## config.mk

```make
export PLATFORM = sky130hd
export DESIGN_NAME = sftt_seq
export DESIGN_NICKNAME = d
export VERILOG_FILES = /design/src/hdl/sftt_pkg.sv /design/src/hdl/sftt_seq.sv
export SDC_FILE = /design/constraint.sdc
export NUM_CORES = 1
export LEC_CHECK = 0
export ABC_AREA = 1
export BUFFER_PORTS_ARGS = -buffer_cell sky130_fd_sc_hd__buf_4
export CORE_UTILIZATION = 50
export DETAILED_ROUTE_END_ITERATION = 12
export PLACE_DENSITY = 0.71
export REMOVE_ABC_BUFFERS = 1
export SLEW_MARGIN = 25
export SYNTH_ARGS = -nofsm -noshare
export SYNTH_HDL_FRONTEND = slang
export SYNTH_SLANG_ARGS = --single-unit
export TNS_END_PERCENT = 50
```

## constraint.sdc

```tcl
create_clock -name clk -period 6.4 [get_ports clk]
set_clock_uncertainty 0.1 [all_clocks]
set_input_delay 0.64 -clock clk [delete_from_list [all_inputs] [get_ports clk]]
set_output_delay 0.64 -clock clk [all_outputs]
set_load 0.02 [all_outputs]
```

## src/hdl/sftt_pkg.sv

```systemverilog
// Shared types and constants for the sparse matrix fast transpose block.
// Used by the sequencer, the datapath and the top level; depends on nothing.
package sftt_pkg;

    localparam int MAX_TERMS  = 64;
    localparam int MAX_COLS   = 64;
    localparam int ROW_BITS   = 8;
    localparam int COL_BITS   = 6;
    localparam int VALUE_BITS = 32;
    localparam int ADDR_W     = $clog2(MAX_TERMS);
    localparam int CADDR_W    = $clog2(MAX_COLS);
    localparam int CNT_W      = $clog2(MAX_TERMS + 1);
    localparam int NCOLS_W    = 7;
    localparam int DROP_W     = 8;
    localparam int IN_DATA_W  = 48;
    localparam int OUT_DATA_W = 56;
    localparam int PC_W       = 5;
    localparam int OP_W       = 4;
    localparam int COND_W     = 3;

    // Datapath operations, one per microcode step
    localparam logic [OP_W-1:0] OP_NOP        = 4'd0;
    localparam logic [OP_W-1:0] OP_CLEAR      = 4'd1;
    localparam logic [OP_W-1:0] OP_INIT       = 4'd2;
    localparam logic [OP_W-1:0] OP_LOAD       = 4'd3;
    localparam logic [OP_W-1:0] OP_RD_SRC     = 4'd4;
    localparam logic [OP_W-1:0] OP_RD_CM_SRC  = 4'd5;
    localparam logic [OP_W-1:0] OP_CM_INC     = 4'd6;
    localparam logic [OP_W-1:0] OP_PFX_INIT   = 4'd7;
    localparam logic [OP_W-1:0] OP_RD_CM_I    = 4'd8;
    localparam logic [OP_W-1:0] OP_PFX_WR     = 4'd9;
    localparam logic [OP_W-1:0] OP_SCATTER    = 4'd10;
    localparam logic [OP_W-1:0] OP_RD_TRN     = 4'd11;
    localparam logic [OP_W-1:0] OP_EMIT       = 4'd12;
    localparam logic [OP_W-1:0] OP_EMIT_EMPTY = 4'd13;

    // Jump conditions
    localparam logic [COND_W-1:0] C_NEXT      = 3'd0;
    localparam logic [COND_W-1:0] C_ALWAYS    = 3'd1;
    localparam logic [COND_W-1:0] C_COL_MORE  = 3'd2;
    localparam logic [COND_W-1:0] C_TERM_MORE = 3'd3;
    localparam logic [COND_W-1:0] C_NO_LAST   = 3'd4;
    localparam logic [COND_W-1:0] C_EMPTY     = 3'd5;
    localparam logic [COND_W-1:0] C_OUT_BUSY  = 3'd6;

    typedef struct packed {
        logic [OP_W-1:0]   op;
        logic              i_inc;
        logic              i_clr;
        logic [COND_W-1:0] cond;
        logic [PC_W-1:0]   target;
    } uword_t;

    typedef struct packed {
        logic [OP_W-1:0] op;
        logic            i_inc;
        logic            i_clr;
    } dp_ctrl_t;

    typedef struct packed {
        logic col_more;
        logic term_more;
        logic in_last;
        logic empty;
        logic out_busy;
    } dp_flags_t;

    // Source term as it arrives, row in the low bits
    typedef struct packed {
        logic [VALUE_BITS-1:0] value;
        logic [COL_BITS-1:0]   col;
        logic [ROW_BITS-1:0]   row;
    } src_term_t;

    // Transposed term, laid out as on the output data bus
    typedef struct packed {
        logic [VALUE_BITS-1:0] value;
        logic [ROW_BITS-1:0]   out_col;
        logic [COL_BITS-1:0]   out_row;
    } trn_term_t;

endpackage

```

## src/hdl/sftt_seq.sv

```systemverilog
// Microcode sequencer: step counter, control store and jump logic.
// Depends on sftt_pkg.
module sftt_seq (
    input  logic                clk,
    input  logic                rst_n,
    input  sftt_pkg::dp_flags_t flags,
    output sftt_pkg::dp_ctrl_t  ctrl
);
    import sftt_pkg::*;

    localparam logic [PC_W-1:0] S_CLR     = 5'd0;
    localparam logic [PC_W-1:0] S_INIT    = 5'd1;
    localparam logic [PC_W-1:0] S_LOAD    = 5'd2;
    localparam logic [PC_W-1:0] S_CHK     = 5'd3;
    localparam logic [PC_W-1:0] S_CNT_A   = 5'd4;
    localparam logic [PC_W-1:0] S_CNT_B   = 5'd5;
    localparam logic [PC_W-1:0] S_CNT_C   = 5'd6;
    localparam logic [PC_W-1:0] S_PFX_0   = 5'd7;
    localparam logic [PC_W-1:0] S_PFX_A   = 5'd8;
    localparam logic [PC_W-1:0] S_PFX_B   = 5'd9;
    localparam logic [PC_W-1:0] S_SCT_0   = 5'd10;
    localparam logic [PC_W-1:0] S_SCT_A   = 5'd11;
    localparam logic [PC_W-1:0] S_SCT_B   = 5'd12;
    localparam logic [PC_W-1:0] S_SCT_C   = 5'd13;
    localparam logic [PC_W-1:0] S_EMT_0   = 5'd14;
    localparam logic [PC_W-1:0] S_EMT_A   = 5'd15;
    localparam logic [PC_W-1:0] S_EMT_B   = 5'd16;
    localparam logic [PC_W-1:0] S_EMT_C   = 5'd17;
    localparam logic [PC_W-1:0] S_DONE    = 5'd18;
    localparam logic [PC_W-1:0] S_EMP_A   = 5'd19;
    localparam logic [PC_W-1:0] S_EMP_B   = 5'd20;

    logic [PC_W-1:0] pc_reg;
    logic [PC_W-1:0] pc_next;
    uword_t          uw;
    logic            take;

    function automatic uword_t mk(
        input logic [OP_W-1:0]   op,
        input logic              inc,
        input logic              clr,
        input logic [COND_W-1:0] cond,
        input logic [PC_W-1:0]   target
    );
        uword_t w;
        w.op     = op;
        w.i_inc  = inc;
        w.i_clr  = clr;
        w.cond   = cond;
        w.target = target;
        return w;
    endfunction

    // Control store
    always_comb
    begin
        case (pc_reg)
            S_CLR:   uw = mk(OP_CLEAR,      1'b1, 1'b0, C_COL_MORE,  S_CLR);
            S_INIT:  uw = mk(OP_INIT,       1'b0, 1'b1, C_NEXT,      S_INIT);
            S_LOAD:  uw = mk(OP_LOAD,       1'b0, 1'b0, C_NO_LAST,   S_LOAD);
            S_CHK:   uw = mk(OP_NOP,        1'b0, 1'b0, C_EMPTY,     S_EMP_A);
            S_CNT_A: uw = mk(OP_RD_SRC,     1'b0, 1'b0, C_NEXT,      S_CNT_A);
            S_CNT_B: uw = mk(OP_RD_CM_SRC,  1'b0, 1'b0, C_NEXT,      S_CNT_B);
            S_CNT_C: uw = mk(OP_CM_INC,     1'b1, 1'b0, C_TERM_MORE, S_CNT_A);
            S_PFX_0: uw = mk(OP_PFX_INIT,   1'b0, 1'b1, C_NEXT,      S_PFX_0);
            S_PFX_A: uw = mk(OP_RD_CM_I,    1'b0, 1'b0, C_NEXT,      S_PFX_A);
            S_PFX_B: uw = mk(OP_PFX_WR,     1'b1, 1'b0, C_COL_MORE,  S_PFX_A);
            S_SCT_0: uw = mk(OP_NOP,        1'b0, 1'b1, C_NEXT,      S_SCT_0);
            S_SCT_A: uw = mk(OP_RD_SRC,     1'b0, 1'b0, C_NEXT,      S_SCT_A);
            S_SCT_B: uw = mk(OP_RD_CM_SRC,  1'b0, 1'b0, C_NEXT,      S_SCT_B);
            S_SCT_C: uw = mk(OP_SCATTER,    1'b1, 1'b0, C_TERM_MORE, S_SCT_A);
            S_EMT_0: uw = mk(OP_NOP,        1'b0, 1'b1, C_NEXT,      S_EMT_0);
            S_EMT_A: uw = mk(OP_RD_TRN,     1'b0, 1'b0, C_NEXT,      S_EMT_A);
            S_EMT_B: uw = mk(OP_NOP,        1'b0, 1'b0, C_OUT_BUSY,  S_EMT_B);
            S_EMT_C: uw = mk(OP_EMIT,       1'b1, 1'b0, C_TERM_MORE, S_EMT_A);
            S_DONE:  uw = mk(OP_NOP,        1'b0, 1'b1, C_ALWAYS,    S_CLR);
            S_EMP_A: uw = mk(OP_NOP,        1'b0, 1'b0, C_OUT_BUSY,  S_EMP_A);
            S_EMP_B: uw = mk(OP_EMIT_EMPTY, 1'b0, 1'b0, C_ALWAYS,    S_DONE);
            default: uw = mk(OP_NOP,        1'b0, 1'b1, C_ALWAYS,    S_CLR);
        endcase
    end

    always_comb
    begin
        case (uw.cond)
            C_NEXT:      take = 1'b0;
            C_ALWAYS:    take = 1'b1;
            C_COL_MORE:  take = flags.col_more;
            C_TERM_MORE: take = flags.term_more;
            C_NO_LAST:   take = !flags.in_last;
            C_EMPTY:     take = flags.empty;
            C_OUT_BUSY:  take = flags.out_busy;
            default:     take = 1'b1;
        endcase
    end

    assign pc_next = take ? uw.target : pc_reg + 5'd1;

    always_ff @(posedge clk or negedge rst_n)
    begin
        if (!rst_n)
        begin
            pc_reg <= S_CLR;
        end
        else
        begin
            pc_reg <= pc_next;
        end
    end

    assign ctrl.op    = uw.op;
    assign ctrl.i_inc = uw.i_inc;
    assign ctrl.i_clr = uw.i_clr;

endmodule

```

Word level (Yosys, flattened, before mapping):

Memories as Yosys holds them, arrays and structs flattened.
Cells that the tools add are included.

* register bits after elaboration: 5
* memory bits (read-only): 448
* bits of input ports: 7
* output and inout port bits: 6
* memories: 1

Memory list
* (name not given): depth 32, width 14, read ports 1, clocked after memory_dff 0, write ports 0, RTL line sftt_seq.sv:57 `case (pc_reg)`

* $add $sub $neg: 1
* eq/ne operators: 5
* mux-type cells: 2
* reduce and logical (&&, ||, !) cells: 2

Operators by type and width (count)
* 3-bit == test, second input constant: 3
* 3-bit by 2-bit == test with 1-bit output, second input constant: 2
* 1-bit one-hot mux with 6 select lines: 1
* 5-bit by 1-bit adder with 5-bit output, second input constant: 1
* 5-bit 2-to-1 mux: 1
* 3-bit logical NOT: 1
* 1-bit logical NOT: 1

Depth between registers and ports, before layout:

An unclocked memory read counts as a cell.

* depth in word-level cells: 4
* depth in mapped cells: 15
* gate-level depth less buffers: 14

Worst setup path before layout:

Ideal clock, no wire load.

* kind: register to output
* start: register pc_reg[0]
* end: output port ctrl[0] (netlist name)
* arrival time: 1.639 ns
* data required time: 5.660 ns
* setup slack: 4.021 ns
* stages on the path, launching flop included: 7
* buffers on the path: 0
* cell sequence: dfrtp_1 ha_1 ha_1 nand2_1 o21ai_0 a31oi_1 a221oi_1

RTL lines
* start: declaration: RTL line sftt_seq.sv:33 `logic [PC_W-1:0] pc_reg;`
* start signal: assignment: RTL line sftt_seq.sv:107 `pc_reg <= pc_next;`
* end: declaration: RTL line sftt_seq.sv:7 `output sftt_pkg::dp_ctrl_t ctrl`

==> results.py <==
metrics = {
    "status": {
        "outcome": "completed",
    },
    "place": {
        "gp_congestion": 0.876,
        "hpwlAfterDp_mm": 1.66,
        "dp_slack_ns": 3.95,
        "numPortBuffers": 12,
    },
    "cells_and_area": {
        "largest_register_ffs": 5,
        "final_layout_size_suffix_gt1_share_pct": 25.2,
        "area_growth_pct": 10.5,
        "n_antenna_cell": 0,
        "fin_nets": 164,
    },
    "floorplan": {
        "die_w_um": 45.0,
        "die_area_sq_um": 2030,
        "die_h_um": 45.0,
        "rows": 15,
        "io_pins": 13,
        "core_sq_um": 1730,
        "initial_core_util_pct": 53.6,
    },
    "critical_path": {
        "crit_path_end_kind": "output pin",
        "path_class": "flip-flop to output pin",
        "r2r_slack_ns": 3.93,
        "reg2reg_from": "pc_reg[0]",
        "cp_data_required_time_ns": 5.66,
        "rr_worst_depth": 12,
        "worstPathMaxFanout": 10,
        "reg2reg_to": "pc_reg[3]",
        "setup.worst_path.start_class": "flip-flop",
        "worstPathArrival_ns": 1.98,
    },
    "logic_synthesis": {
        "synth_area_leaders": "dfrtp_1 (14%), ha_1 (12%), nand2_1 (8.9%), nand3_1 (8.6%), inv_1 (6.9%)",
        "synth-xor-area-share_pct": 1.89,
        "synth_area_leader_cell": "dfrtp_1",
        "synth_most_common_cell": "nand2_1",
        "syn-cell-area_sq_um": 926,
        "post-synth-top-area-fraction_pct": 13.5,
        "synthAdderAreaFrac_pct": 12.2,
        "synthTopCellsByCount": "nand2_1 (22), inv_1 (17), nand3_1 (16)",
        "ys_ff_latch": 5,
        "synthArstFlopShare_pct": 100,
        "syn_inst": 136,
        "yosysWarningCount": 0,
        "synth_flop_cell": "dfrtp_1",
        "synth_area_per_cell_sq_um": 6.81,
        "synth.area.mux_share_pct": 0,
        "synth_top_family_by_area": "simple AND/OR/NAND/NOR gates",
        "ys_seq_area_share_pct": 13.5,
        "synth_edf_count": 0,
        "synthSimpleGateAreaFrac_pct": 44.1,
        "ys_types": 31,
        "synth-compound-area-share_pct": 13.0,
    },
    "timing": {
        "hold_viol": 0,
        "finalSetupTns_ns": 0,
        "worstMarginPinSlew_ns": 0.703,
        "slew_viol_final": 0,
        "setup_ws_ns": 3.68,
        "min_period_ns": 2.72,
        "rsz0062_at_grt": "false",
        "setup_viol": 0,
        "slew_headroom_pct": 53.2,
        "fmax_mhz": 368,
        "fin_crit_sh_pct": 42.5,
    },
    "cts": {
        "cts_tree": "done",
        "cts.clk_slew.worst_paths_ns": 0.05,
        "cts.repair.resized": 0,
        "cts_hold_buf": 0,
        "htreeDepth": 1,
        "cts_root_buf": "clkbuf_4",
        "clock-sinks": 5,
        "clock_latency_ns": 0.24,
        "numCtsBuffers": 3,
        "postCtsSetupBuffers": 0,
        "cts.path.max_buffers": 2,
    },
    "routing": {
        "avgRoutedWirePerCell_um": 12.4,
        "antenna_left": 0,
        "vias": 931,
        "first_pass_iters": 4,
        "vias_per_cell": 5.41,
        "routed_wl_mm": 2.13,
        "drt_iter0_drc": 39,
        "drcViolationCount": 0,
    },
    "global_route": {
        "grt_use_total_pct": 25.0,
        "grt_max_degree": 22,
        "grt_pass1_vias": 892,
        "grt_pass1_wl_mm": 3.78,
        "grt_antenna_before_repair": 0,
        "overflow": 0,
    },
    "run": {
        "cap_viol_max_count": 0,
    },
    "min_path": {
        "hp-class": "input port to async pin",
    },
}
routing by layer:
layer | up-vias | GRT usage [%] | routed length, um
met5 | - | 0 | 0
met4 | 0 | 9.70 | 47
met3 | 6 | 2.00 | 96
met2 | 33 | 40.9 | 1010
met1 | 423 | 33.9 | 970
li1 | 469 | - | -
cells by family after synthesis:
| group | count (synthesis) |
|---|---|
| buffers and inverters | 27 |
| adder cells (fa/ha/maj) | 9 |
| XOR/XNOR | 2 |
| AND/OR/NAND/NOR | 73 |
| AO/OA/AOI/OAI | 20 |
| flip-flops | 5 |
worst max-delay path: stages, from the launching register on:
cell,delay (ns)
dfrtp_1,0.74
inv_6,0.09
nor2_8,0.13
inv_1,0.08
nor2_1,0.19
inv_1,0.06
nor2_1,0.15
inv_1,0.09
nand3_1,0.07
buf_4,0.14
layout by cell type (no fill, tap or decap), types with 5 or more instances in the layout:
master and instances:
inv_1 17, nand2_1 22, nand3_1 16, a21oi_1 5, nand2_2 5, nor2_1 12
o21ai_0 6, buf_4 12, ha_1 9, dfrtp_1 5
stage by stage:
stage          area, sq um  hold WS, ns  instances  util, %
2_1_floorplan          876        0.244        131        -
3_3_place_gp           997        0.342        168     57.8
3_5_place_dp           997        0.348        168     57.8
4_1_cts               1020       0.0864        172     59.3
5_1_grt               1020       0.0870        172     59.3
6_report              1020       0.0903        172     59.3
how the worst max path moves through the flow:
stage	from	to	slack (ns)	cells past startpoint
after floorplan	pc_reg[2]	ctrl[0]	4.00	5
after global placement	pc_reg[4]	ctrl[1]	3.93	9
after detailed placement	pc_reg[0]	pc_reg[0]	3.95	12
after CTS	pc_reg[4]	ctrl[1]	3.67	9
after global routing	pc_reg[0]	ctrl[0]	3.53	7
final	pc_reg[4]	ctrl[1]	3.68	9
final cells by class:
cell class              instances  area, sq um
fillers                       175          703
inverters                      22         92.6
multi-input cells             104          658
flip-flops and latches          5          125
well taps                      25         31.3
repair buffers                 12         90.1
clock buffers                   4         26.3
Power is left out: the tool's default activity adds up to more than one toggle a clock period on the data nets, which glitch-free logic cannot reach.
